==> src/rpt_pkg.sv <==
package rpt_pkg;

    // Default geometry
    localparam int unsigned RPT_MAX_SLOTS  = 16;
    localparam int unsigned RPT_INDEX_BITS = 16;

    // Fixed port widths
    localparam int unsigned OPCODE_W = 3;
    localparam int unsigned CLIENT_W = 4;
    localparam int unsigned FIELD_W  = 16;
    localparam int unsigned CFG_W    = 5;
    localparam int unsigned COUNT_W  = 5;

    // Opcodes
    localparam logic [OPCODE_W-1:0] OP_ADD    = 3'd0;
    localparam logic [OPCODE_W-1:0] OP_REMOVE = 3'd1;
    localparam logic [OPCODE_W-1:0] OP_READ   = 3'd2;
    localparam logic [OPCODE_W-1:0] OP_WRITE  = 3'd3;
    localparam logic [OPCODE_W-1:0] OP_CHECK  = 3'd4;
    localparam logic [OPCODE_W-1:0] OP_MOVE   = 3'd5;

endpackage

==> src/rpt_idx_mem.sv <==
module rpt_idx_mem
    import rpt_pkg::*;
#(
    parameter int unsigned DEPTH = RPT_MAX_SLOTS,
    parameter int unsigned WIDTH = RPT_INDEX_BITS
) (
    input  logic                     i_clk,
    input  logic                     i_we,
    input  logic [$clog2(DEPTH)-1:0] i_waddr,
    input  logic [WIDTH-1:0]         i_wdata,
    input  logic                     i_re,
    input  logic [$clog2(DEPTH)-1:0] i_raddr,
    output logic [WIDTH-1:0]         o_rdata
);

    logic [WIDTH-1:0] r_mem [DEPTH];
    logic [WIDTH-1:0] r_rdata;

    always_ff @(posedge i_clk) begin
        if (i_we) begin
            r_mem[i_waddr] <= i_wdata;
        end
    end

    // registered read
    always_ff @(posedge i_clk) begin
        if (i_re) begin
            r_rdata <= r_mem[i_raddr];
        end
    end

    assign o_rdata = r_rdata;

endmodule

==> src/reader_pointer_table_core.sv <==
// Reader pointer table. Keeps up to MAX_SLOTS reader slots for one shared
// buffer, each with an active bit and a current object index. A command word
// is taken on a rising edge with start high and busy low; busy then stays
// high until the result word is shown. The result is on the o_ ports for
// exactly one cycle, flagged by o_done, and the receiver cannot stall it:
// it must take the word in that cycle. Add walks the active bits one slot
// per cycle. Check and move walk the index memory through its single
// registered read port, one slot per cycle, and compare each word once the
// port returns it. Read also uses that port when the slot is live; remove
// and write finish without a memory read. start may be raised again in the
// cycle o_done is high. max_clients is to be written through
// i_cfg_we/i_cfg_wdata only while the block is idle; the block itself does
// not enforce this. Values above MAX_SLOTS act as MAX_SLOTS, and lowering it
// below the number of allocated slots only blocks further appends. There is
// no clearing pass: slot indices are written as a slot turns active.
module reader_pointer_table_core
    import rpt_pkg::*;
#(
    parameter int unsigned MAX_SLOTS  = RPT_MAX_SLOTS,
    parameter int unsigned INDEX_BITS = RPT_INDEX_BITS
) (
    input  logic                i_clk,
    input  logic                i_rst_n,
    // config
    input  logic                i_cfg_we,
    input  logic [CFG_W-1:0]    i_cfg_wdata,
    // command
    input  logic                start,
    output logic                busy,
    input  logic [OPCODE_W-1:0] i_opcode,
    input  logic [CLIENT_W-1:0] i_client_id,
    input  logic [FIELD_W-1:0]  i_index_a,
    input  logic [FIELD_W-1:0]  i_index_b,
    // result
    output logic                o_done,
    output logic                o_ok,
    output logic [CLIENT_W-1:0] o_slot_given,
    output logic [FIELD_W-1:0]  o_index_out,
    output logic [COUNT_W-1:0]  o_active_count
);

    localparam int unsigned SLOT_W = $clog2(MAX_SLOTS);
    localparam int unsigned CNT_W  = $clog2(MAX_SLOTS + 1);
    localparam int unsigned CMP_W  = (CNT_W > CFG_W) ? CNT_W : CFG_W;

    typedef enum logic [1:0] {
        S_IDLE = 2'b01,
        S_RUN  = 2'b10
    } t_state;

    // control
    t_state                r_state,       n_state;
    logic [CNT_W-1:0]      r_ptr,         n_ptr;
    logic                  r_pv,          n_pv;       // read in flight
    logic [SLOT_W-1:0]     r_pptr,        n_pptr;     // slot of read in flight
    logic                  r_hit,         n_hit;
    logic [CNT_W-1:0]      r_slots_used,  n_slots_used;
    logic [MAX_SLOTS-1:0]  r_active,      n_active;
    logic [CNT_W-1:0]      r_cnt,         n_cnt;
    logic [CFG_W-1:0]      r_max_clients;
    logic                  r_done;

    // captured command
    logic [OPCODE_W-1:0]   r_op,          n_op;
    logic [CLIENT_W-1:0]   r_id,          n_id;
    logic [INDEX_BITS-1:0] r_ia,          n_ia;
    logic [INDEX_BITS-1:0] r_ib,          n_ib;

    // result payload
    logic                  r_ok;
    logic [CLIENT_W-1:0]   r_slot_given;
    logic [FIELD_W-1:0]    r_index_out;
    logic [COUNT_W-1:0]    r_active_count;

    // comb helpers
    logic                  fin;
    logic                  res_ok;
    logic [SLOT_W-1:0]     res_slot;
    logic [FIELD_W-1:0]    res_idx;
    logic [SLOT_W-1:0]     id_s;
    logic [SLOT_W-1:0]     ptr_s;
    logic [CMP_W-1:0]      limit;
    logic                  live;
    logic                  scan_more;

    // index memory port
    logic                  mem_we;
    logic [SLOT_W-1:0]     mem_waddr;
    logic [INDEX_BITS-1:0] mem_wdata;
    logic                  mem_re;
    logic [SLOT_W-1:0]     mem_raddr;
    logic [INDEX_BITS-1:0] mem_rdata;

    rpt_idx_mem #(
        .DEPTH (MAX_SLOTS),
        .WIDTH (INDEX_BITS)
    ) u_idx_mem (
        .i_clk   (i_clk),
        .i_we    (mem_we),
        .i_waddr (mem_waddr),
        .i_wdata (mem_wdata),
        .i_re    (mem_re),
        .i_raddr (mem_raddr),
        .o_rdata (mem_rdata)
    );

    assign id_s      = SLOT_W'(r_id);
    assign ptr_s     = r_ptr[SLOT_W-1:0];
    assign scan_more = (r_ptr < r_slots_used);
    // effective slot limit = min(max_clients, MAX_SLOTS)
    assign limit     = (CMP_W'(r_max_clients) < CMP_W'(MAX_SLOTS))
                       ? CMP_W'(r_max_clients) : CMP_W'(MAX_SLOTS);
    // slot is allocated and active (id < slots_used implies id < MAX_SLOTS)
    assign live      = (CMP_W'(r_id) < CMP_W'(r_slots_used)) && r_active[id_s];

    always_comb begin
        n_state      = r_state;
        n_ptr        = r_ptr;
        n_pv         = r_pv;
        n_pptr       = r_pptr;
        n_hit        = r_hit;
        n_slots_used = r_slots_used;
        n_active     = r_active;
        n_cnt        = r_cnt;
        n_op         = r_op;
        n_id         = r_id;
        n_ia         = r_ia;
        n_ib         = r_ib;
        fin          = 1'b0;
        res_ok       = 1'b0;
        res_slot     = '0;
        res_idx      = '0;
        mem_we       = 1'b0;
        mem_waddr    = id_s;
        mem_wdata    = r_ia;
        mem_re       = 1'b0;
        mem_raddr    = ptr_s;

        unique case (r_state)
            S_IDLE: begin
                if (start) begin
                    n_op    = i_opcode;
                    n_id    = i_client_id;
                    n_ia    = INDEX_BITS'(i_index_a);
                    n_ib    = INDEX_BITS'(i_index_b);
                    n_ptr   = '0;
                    n_pv    = 1'b0;
                    n_hit   = 1'b0;
                    n_state = S_RUN;
                end
            end
            S_RUN: begin
                unique case (r_op) inside
                    OP_ADD: begin
                        if (scan_more) begin
                            // lowest free slot among those allocated
                            if (!r_active[ptr_s]) begin
                                n_active[ptr_s] = 1'b1;
                                n_cnt           = r_cnt + 1'b1;
                                mem_we          = 1'b1;
                                mem_waddr       = ptr_s;
                                res_ok          = 1'b1;
                                res_slot        = ptr_s;
                                fin             = 1'b1;
                            end else begin
                                n_ptr = r_ptr + 1'b1;
                            end
                        end else begin
                            // none free: append if under the limit
                            if (CMP_W'(r_slots_used) < limit) begin
                                n_active[r_slots_used[SLOT_W-1:0]] = 1'b1;
                                n_cnt        = r_cnt + 1'b1;
                                n_slots_used = r_slots_used + 1'b1;
                                mem_we       = 1'b1;
                                mem_waddr    = r_slots_used[SLOT_W-1:0];
                                res_ok       = 1'b1;
                                res_slot     = r_slots_used[SLOT_W-1:0];
                            end
                            fin = 1'b1;
                        end
                    end
                    OP_REMOVE: begin
                        if (live) begin
                            n_active[id_s] = 1'b0;
                            n_cnt          = r_cnt - 1'b1;
                            res_ok         = 1'b1;
                        end
                        fin = 1'b1;
                    end
                    OP_WRITE: begin
                        if (live) begin
                            mem_we = 1'b1;
                            res_ok = 1'b1;
                        end
                        fin = 1'b1;
                    end
                    OP_READ: begin
                        if (!r_pv) begin
                            if (live) begin
                                mem_re    = 1'b1;
                                mem_raddr = id_s;
                                n_pv      = 1'b1;
                            end else begin
                                fin = 1'b1;
                            end
                        end else begin
                            res_idx = FIELD_W'(mem_rdata);
                            res_ok  = 1'b1;
                            fin     = 1'b1;
                        end
                    end
                    OP_CHECK, OP_MOVE: begin
                        // issue one read per cycle, compare in the next cycle
                        if (scan_more) begin
                            mem_re = 1'b1;
                            n_ptr  = r_ptr + 1'b1;
                            n_pv   = 1'b1;
                            n_pptr = ptr_s;
                        end else begin
                            n_pv = 1'b0;
                        end
                        if (r_pv && r_active[r_pptr] && (mem_rdata == r_ia)) begin
                            n_hit = 1'b1;
                            if (r_op == OP_MOVE) begin
                                mem_we    = 1'b1;
                                mem_waddr = r_pptr;
                                mem_wdata = r_ib;
                            end
                        end
                        if (!scan_more && !r_pv) begin
                            res_ok = r_hit;
                            fin    = 1'b1;
                        end
                    end
                    default: begin
                        fin = 1'b1;
                    end
                endcase
                if (fin) begin
                    n_state = S_IDLE;
                end
            end
            default: begin
                n_state = S_IDLE;
            end
        endcase
    end

    always_ff @(posedge i_clk) begin
        if (!i_rst_n) begin
            r_state       <= S_IDLE;
            r_ptr         <= '0;
            r_pv          <= 1'b0;
            r_pptr        <= '0;
            r_hit         <= 1'b0;
            r_slots_used  <= '0;
            r_active      <= '0;
            r_cnt         <= '0;
            r_max_clients <= '0;
            r_done        <= 1'b0;
        end else begin
            r_state      <= n_state;
            r_ptr        <= n_ptr;
            r_pv         <= n_pv;
            r_pptr       <= n_pptr;
            r_hit        <= n_hit;
            r_slots_used <= n_slots_used;
            r_active     <= n_active;
            r_cnt        <= n_cnt;
            r_done       <= fin;
            if (i_cfg_we) begin
                r_max_clients <= i_cfg_wdata;
            end
        end
    end

    // command capture and result word
    always_ff @(posedge i_clk) begin
        r_op <= n_op;
        r_id <= n_id;
        r_ia <= n_ia;
        r_ib <= n_ib;
        if (fin) begin
            r_ok           <= res_ok;
            r_slot_given   <= CLIENT_W'(res_slot);
            r_index_out    <= res_idx;
            r_active_count <= COUNT_W'(n_cnt);
        end
    end

    assign busy           = (r_state != S_IDLE);
    assign o_done         = r_done;
    assign o_ok           = r_ok;
    assign o_slot_given   = r_slot_given;
    assign o_index_out    = r_index_out;
    assign o_active_count = r_active_count;

endmodule
==> config.mk <==
export PLATFORM = sky130hd
export DESIGN_NAME = reader_pointer_table_core
export DESIGN_NICKNAME = d
export VERILOG_FILES = /design/src/rpt_pkg.sv /design/src/rpt_idx_mem.sv /design/src/reader_pointer_table_core.sv
export SDC_FILE = /design/constraint.sdc
export NUM_CORES = 1
export LEC_CHECK = 0
export BUFFER_PORTS_ARGS = -buffer_cell sky130_fd_sc_hd__buf_2
export CAP_MARGIN = 15
export CORE_ASPECT_RATIO = 1.5
export CORE_MARGIN = 2
export CORE_UTILIZATION = 55
export CTS_BUF_LIST = sky130_fd_sc_hd__clkbuf_4 sky130_fd_sc_hd__clkbuf_8 sky130_fd_sc_hd__clkbuf_16
export CTS_CLUSTER_DIAMETER = 40
export DETAILED_ROUTE_END_ITERATION = 8
export MAX_ROUTING_LAYER = met4
export PLACE_DENSITY = 0.86
export RECOVER_POWER = 50
export SLEW_MARGIN = 20
export SYNTH_ARGS = -nofsm -noshare
export SYNTH_HDL_FRONTEND = slang
export SYNTH_SLANG_ARGS = --single-unit
==> constraint.sdc <==
create_clock -name i_clk -period 3.85 [get_ports i_clk]
set_clock_uncertainty 0.2 [all_clocks]
set_input_delay 0.5775 -clock i_clk [delete_from_list [all_inputs] [get_ports i_clk]]
set_output_delay 0.5775 -clock i_clk [all_outputs]
set_load 0.03 [all_outputs]
==> results of run 1 <==
## power groups by stage
stage / combinational (mW) / clock (mW) / sequential (mW)
after floorplan: 0.167 / 0 / 4.70
after global placement: 0.298 / 0 / 4.69
after detailed placement: 0.310 / 0 / 4.70
after CTS: 0.320 / 3.63 / 4.61
after global routing: 0.346 / 3.77 / 4.61
final: 0.322 / 3.61 / 4.61
## through the flow
step	utilization	setup TNS, ns	setup WS, ns	hold WS, ns	instance area (sq um)
floorplan	-	-17.34	-0.138	0.272	16300
global placement	0.608	-0.788	-0.105	0.301	17800
detailed placement	0.608	-2.01	-0.203	0.306	17800
CTS	0.654	0	0.00315	0.000466	19200
global route	0.655	-0.238	-0.0541	0.00202	19200
finish	0.655	0	0.0190	0.00931	19200
## registers in the layout, indices dropped and copies added (netlist names), 16 cells and up
| signal | flops |
|---|---|
| u_idx_mem.o_rdata | 16 |
| o_index_out | 16 |
| r_ia | 16 |
| u_idx_mem.r_mem | 256 |
| r_active | 16 |
| r_ib | 16 |
## final cells by class
cell class	instances	area (sq um)	share of cell area
antenna	1	2.50	0.000130
sequential	382	11000	0.574
clock buffer	38	951	0.0495
tap	395	494	0.0258
clock inverter	28	264	0.0138
multi-input combinational	687	5090	0.265
timing repair buffer	169	1290	0.0674
inverter	20	75.1	0.00391
## cells in the final DEF, fill, tap and decap left out, types with 7 or more instances in the layout
master,netlist,final
a21boi_1,18,17
a21oi_1,13,11
and2_0,0,19
and2_1,29,10
buf_12,0,20
buf_2,17,41
buf_4,4,59
clkbuf_1,33,41
clkbuf_16,0,38
clkinv_1,2,8
clkinvlp_4,0,7
dfxtp_1,45,44
edfxtp_1,337,337
ha_1,23,23
inv_1,18,17
mux2i_1,143,132
mux2i_2,0,9
mux4_2,10,10
nand2_1,107,107
nand3_1,39,39
nand4_1,9,9
nor2_1,48,38
nor2_2,0,10
nor2b_1,15,14
nor3_1,10,9
o211ai_1,7,7
o21ai_0,19,35
o22ai_1,64,64
or4_1,17,16
xnor2_1,22,22
## metal layers
| layer | wire length, um | vias to the layer above | share of wire | track usage |
|---|---|---|---|---|
| met5 | 0 | - | 0 | - |
| met4 | 3230 | 0 | 0.074 | 0.175 |
| met3 | 3640 | 233 | 0.084 | 0.0515 |
| met2 | 21800 | 726 | 0.50 | 0.484 |
| met1 | 14700 | 5385 | 0.34 | 0.309 |
| li1 | - | 4687 | - | - |
## logic make-up after synthesis
logic type | after synthesis | share of synthesized area
AOI/OAI and AO/OA | 182 | 0.0742
xor gates and xnor gates | 27 | 0.0145
adders and majority gates | 23 | 0.0177
buffers and inverters | 75 | 0.0196
DFF | 382 | 0.677
muxes | 159 | 0.109
and+or+nand+nor | 296 | 0.0882
## how the worst max path moves through the flow
stage	slack, ns	end
4_1_cts	0.003	u_idx_mem.o_rdata[9]
6_report	0.02	u_idx_mem.o_rdata[9]
3_3_place_gp	-0.10	u_idx_mem.o_rdata[3]
5_1_grt	-0.05	u_idx_mem.o_rdata[15]
2_1_floorplan	-0.14	u_idx_mem.r_mem[9][0]
3_5_place_dp	-0.20	u_idx_mem.o_rdata[9]
## what timing repair did
action	in CTS	in global routing
gates cloned	1	0
pin swaps	0	1
hold buffers	2	0
resized for setup	2	29
endpoints found under the hold margin	2	0
setup buffers	8	1
endpoints found under the setup margin	15	185
## critical path, delay by kind of cell (launching register included)
family          cells  cell delay (ns)
simple gates        2             0.83
mux                 3             1.10
buf+inv             2             0.40
flops               1             0.56
compound gates      3             0.45
==> results.txt, run 1 <==
Max clock buf depth: 3
Reg2Reg Capture Point: u_idx_mem.o_rdata[9]
Remaining antenna violation count after routing: 0
Hold Path Sink: r_ia[6]
Most common cell in the netlist: edfxtp_1
Yosys top cell area share: 0.622
Later-pin clock latency in the skew report: 0.55 ns
Crit path arrival time: 3.89 ns
Vias per cell: 6.41
HP Class: primary input to flop
Post-synth EDFFs: 337
Inserted Clock Buffers: 37
Die area: 31,000 sq um
Final setup fails: 0
Clock sinks: 382
Worst Setup End Kind: flop
Outcome: complete, but fails checks
Cells after DPL: 1,641
Internal power: 6.70 mW
Final Hold Viols: 0
Period minus WS final: 3.83 ns
Initial antenna violation count: 1
WP data required: 3.91 ns
Synth Cell Area: 16,300 sq um
Fill count: 1,954
Total Nets Final: 1,368
Worst-path clk slew: 0.06 ns
Row count: 77
Sw frac: 0.215
Share of layout cells above drive strength 1: 0.180
Total Power: 8.54 mW
WL/cell: 25.2 um
Top cells by area, synth: edfxtp_1, mux2i_1, dfxtp_1, nand2_1, o22ai_1
Gr usage total: 0.287
FF-to-FF Start: id_s[0]
Syn. warnings: 0
Largest net degree at the start of global routing: 45
CP max FO: 10
Effective utilization at floorplan: 0.556
Crit-path cells: mux4_1 -> a22oi_1 -> and3_1 -> a211oi_4 -> mux2i_4 -> buf_12 -> buf_4 -> mux2i_2 -> o22ai_1 -> or4_1
Critical path's slowest cell: mux4_1
GP Congestion: 1.03
Net Switching: 1.84 mW
Initial DRC count: 1,243
Chip height: 215 um
Worst reg2reg setup slack: 0.02 ns
Worst Setup SP: id_s[0]
Congestion Overflow GR: 0
Flop pwr share: 0.540
Clock Power Share: 0.422
Syn avg cell area: 14.2 sq um
Cells on Worst Hold Path: 1
Root Driver: clkbuf_16
Combinational Power Share: 0.038
Detailed Place HPWL: 27.9 mm
Routed vias: 11,031
Top_reg_cell synth: edfxtp_1
HP Start: i_index_a[6]
Pwr Density: 445 nW/um^2
Routed WL: 43.4 mm
Worst-margin pin slew: 2.41 ns
Final Instance Count excl. Fillers: 1,720
CTS tree: yes
H-tree depth reported by CTS: 2
I/O pin cnt: 76
Slew headroom: -0.607
Synth Register Bits: 382
Synth area leader: edfxtp_1
Worst stage delay on the critical path: 0.60 ns
Maximum vdd drop: 0.298 mV
RSZ-0062 raised after global routing: true
Leak pwr: 7.21 nW
Vias in the first global route: 11,179
First-pass GRT wire length: 63.7 mm
Sequential area share after synthesis: 0.677
Asr flop ratio synth: 0
Core area: 29,300 sq um
Synth Instances: 1,144
Synth cell count leaders: edfxtp_1, mux2i_1, nand2_1
P&R area growth vs syn: 17.9%
Failing checks: capacitance limit, slew limit
Number of distinct library cells after synthesis: 59
Final period util: 0.995
Die width: 144 um
Worst r2r path cells: 10
Residual DRC: 0
DRT Pass-1 Iters: 8
Net Count, Synth: 1,215
Max Slew Vio Count: 85
Max Cap Viol: 2
Worst setup SP type: flop
FMAX: 0.261 GHz
Crit Path Class: flop to flop
IO buf count: 75
Note: power is estimated with default switching activity, not from simulation.
==> run 2, diff against run 1 <==
HOLD_SLACK_MARGIN = 0.05   (was default)
==> run 2 against run 1 <==
The flow finishes with violations (capacitance limit, slew limit, setup timing). Largest power group unchanged. Clock-buffer cell count unchanged. Global-route usage increased by 1.6 points. Clock power increased by 2%. Sequential share of layout area decreased by 1.6 points. Highest routed layer unchanged. Largest cell class unchanged. Power increased by 1.2%. Register-to-register slack got worse by 0.11 ns. First-iteration DRC count increased by 16%. Combinational power increased by 13%. Worst hold slack improved by 0.10 ns.
==> results.txt, run 2 (synthesized netlist as in run 1, its figures left out) <==
Outcome: complete, but fails checks
Failing checks: capacitance limit, slew limit, setup timing
Final setup fails: 104 (+104)
Slew headroom: -0.300 (+0.307)
Cells after DPL: 1,641 (unchanged)
FF-to-FF Start: u_idx_mem.o_rdata[3]
Root Driver: clkbuf_16
Place WS: -0.203 ns (unchanged)
Largest net degree at the start of global routing: 45 (unchanged)
Residual DRC: 0 (unchanged)
CP max FO: 9 (-1)
Reg2Reg Capture Point: u_idx_mem.r_mem[2][11]
I/O pin cnt: 76 (unchanged)
Die width: 144 um (unchanged)
Worst Setup End Kind: flop
GP Congestion: 1.03 (unchanged)
Worst Slack Setup Final: -0.0951 ns (-0.114 ns)
H-tree depth reported by CTS: 2 (unchanged)
Final period util: 1.02 (+0.0296)
HP Class: primary input to flop
HP Start: i_index_a[3]
CTS tree: yes
Max clock buf depth: 3 (unchanged)
Worst r2r path cells: 9 (-1)
Period minus WS final: 3.95 ns (+0.114 ns)
Design area: 19,700 sq um (+2.8%)
Clock sinks: 382 (unchanged)
Final Hold Viols: 0 (unchanged)
Vias in the first global route: 11,569 (+3.5%)
Final Instance Count excl. Fillers: 1,763 (+2.5%)
Initial DRC count: 1,447 (+16%)
WP data required: 3.90 ns (about the same)
P&R area growth vs syn: 21.2%
Congestion Overflow GR: 0 (unchanged)
Worst reg2reg setup slack: -0.1 ns (-0.11 ns)
RSZ-0062 raised after global routing: true
Post-layout util: 0.674 (+0.0185)
Effective utilization at floorplan: 0.556 (unchanged)
Commonest non-fill, non-tap cell in the layout: edfxtp_1
Total Nets Final: 1,410 (+3.1%)
Worst-path clk slew: 0.07 ns (about the same)
Worst setup SP type: flop
Die area: 31,000 sq um (unchanged)
GR met3 Demand/Resource: 0.0539 (+0.00245)
Share of layout cells above drive strength 1: 0.187 (+0.00692)
Max Slew Vio Count: 45 (-47%)
Maximum vdd drop: 0.246 mV (-17%)
Post-DP Area: 17,800 sq um (unchanged)
Gr usage total: 0.302 (+0.0158)
M2 GR Usage: 0.498 (+0.0141)
Cells on Worst Hold Path: 1 (unchanged)
Max reg flops: 256 (unchanged)
Pwr Density: 438 nW/um^2 (-1.6%)
Crit path arrival time: 3.99 ns (+0.10 ns)
Worst-margin pin slew: 1.95 ns (-0.460 ns)
First-pass GRT wire length: 67.0 mm (+5.2%)
Detailed Place HPWL: 27.9 mm (unchanged)
Row count: 77 (unchanged)
Commonest cells after routing, fill and taps aside: edfxtp_1, mux2i_1, nand2_1, buf_4, o22ai_1
Later-pin clock latency in the skew report: 0.56 ns (about the same)
DRT Pass-1 Iters: 6 (-2)
Remaining antenna violation count after routing: 0 (unchanged)
Max Cap Viol: 1 (-1)
Leak pwr: 7.42 nW (+3.0%)
Inserted Clock Buffers: 37 (unchanged)
IO buf count: 75 (unchanged)
Core area: 29,300 sq um (unchanged)
Grt met1 use: 0.330 (+0.0205)
Chip height: 215 um (unchanged)
Routed WL: 47.9 mm (+10%)
Crit Path Class: flop to flop
FMAX: 0.253 GHz (-2.9%)
Most Crowded Layer GR: met2
Hold Path Sink: r_ia[3]
Routed vias: 11,623 (+5.4%)
Initial antenna violation count: 2 (+1)
Reg with most FFs: u_idx_mem.r_mem
Vias per cell: 6.59 (+2.8%)
WL/cell: 27.2 um (+7.7%)
==> run 2: metrics by stage <==
stage,TNS [ns],total power [mW],hold WS [ns]
5_1_grt,-4.52,8.82,0.0988
4_1_cts,0,8.59,0.0546
3_3_place_gp,-0.788,4.99,0.301
2_1_floorplan,-17.34,4.86,0.272
6_report,-3.20,8.64,0.112
3_5_place_dp,-2.01,5.01,0.306
==> run 2: timing repair <==
item	in CTS	in global routing
pin swaps	0	3
endpoints found under the setup margin	15	204
gates cloned	1	4
hold buffers	37	0
endpoints found under the hold margin	37	0
buffers inserted	8	5
gates resized for setup	2	41
==> run 2: metal layers <==
metal / vias up / part of all wire / routed length (um)
li1: 4777 / - / -
met1: 5578 / 0.33 / 15800
met2: 973 / 0.49 / 23600
met3: 295 / 0.10 / 4770
met4: 0 / 0.078 / 3750
met5: - / 0 / 0
==> run 2: area by class of cell <==
class | count | area, sq um
flip-flops and latches | 382 | 11000
diodes | 2 | 5.00
well taps | 395 | 494
repair buffers | 211 | 1770
inverters | 20 | 75.1
multi-input cells | 687 | 5150
clock buffers | 38 | 951
fillers | 1855 | 9550
clock inverters | 28 | 264
==> run 2: how the worst max path moves through the flow <==
stage / start / slack, ns / endpoint
floorplan: r_ptr[0] / -0.14 / u_idx_mem.r_mem[9][0]
global placement: id_s[2] / -0.10 / u_idx_mem.o_rdata[3]
detailed placement: id_s[2] / -0.20 / u_idx_mem.o_rdata[9]
CTS: id_s[0] / 0.003 / u_idx_mem.o_rdata[9]
global route: u_idx_mem.o_rdata[3] / -0.08 / u_idx_mem.r_mem[2][11]
finish: u_idx_mem.o_rdata[3] / -0.1 / u_idx_mem.r_mem[2][11]
==> run 2: report_power, final <==
| group | switching [mW] | internal, mW |
|---|---|---|
| sequential | 0.0397 | 4.57 |
| combinational | 0.242 | 0.123 |
| clock | 1.63 | 2.03 |
==> run 2: worst max-delay path, cell delays in order (launching register included) <==
cell,delay [ns]
edfxtp_1,0.46
xnor2_1,0.39
nand4_1,0.17
nor3_1,0.58
nand3_1,0.29
nor3_4,0.38
o311ai_1,0.29
nand2b_1,0.33
nor2_2,0.30
buf_4,0.24
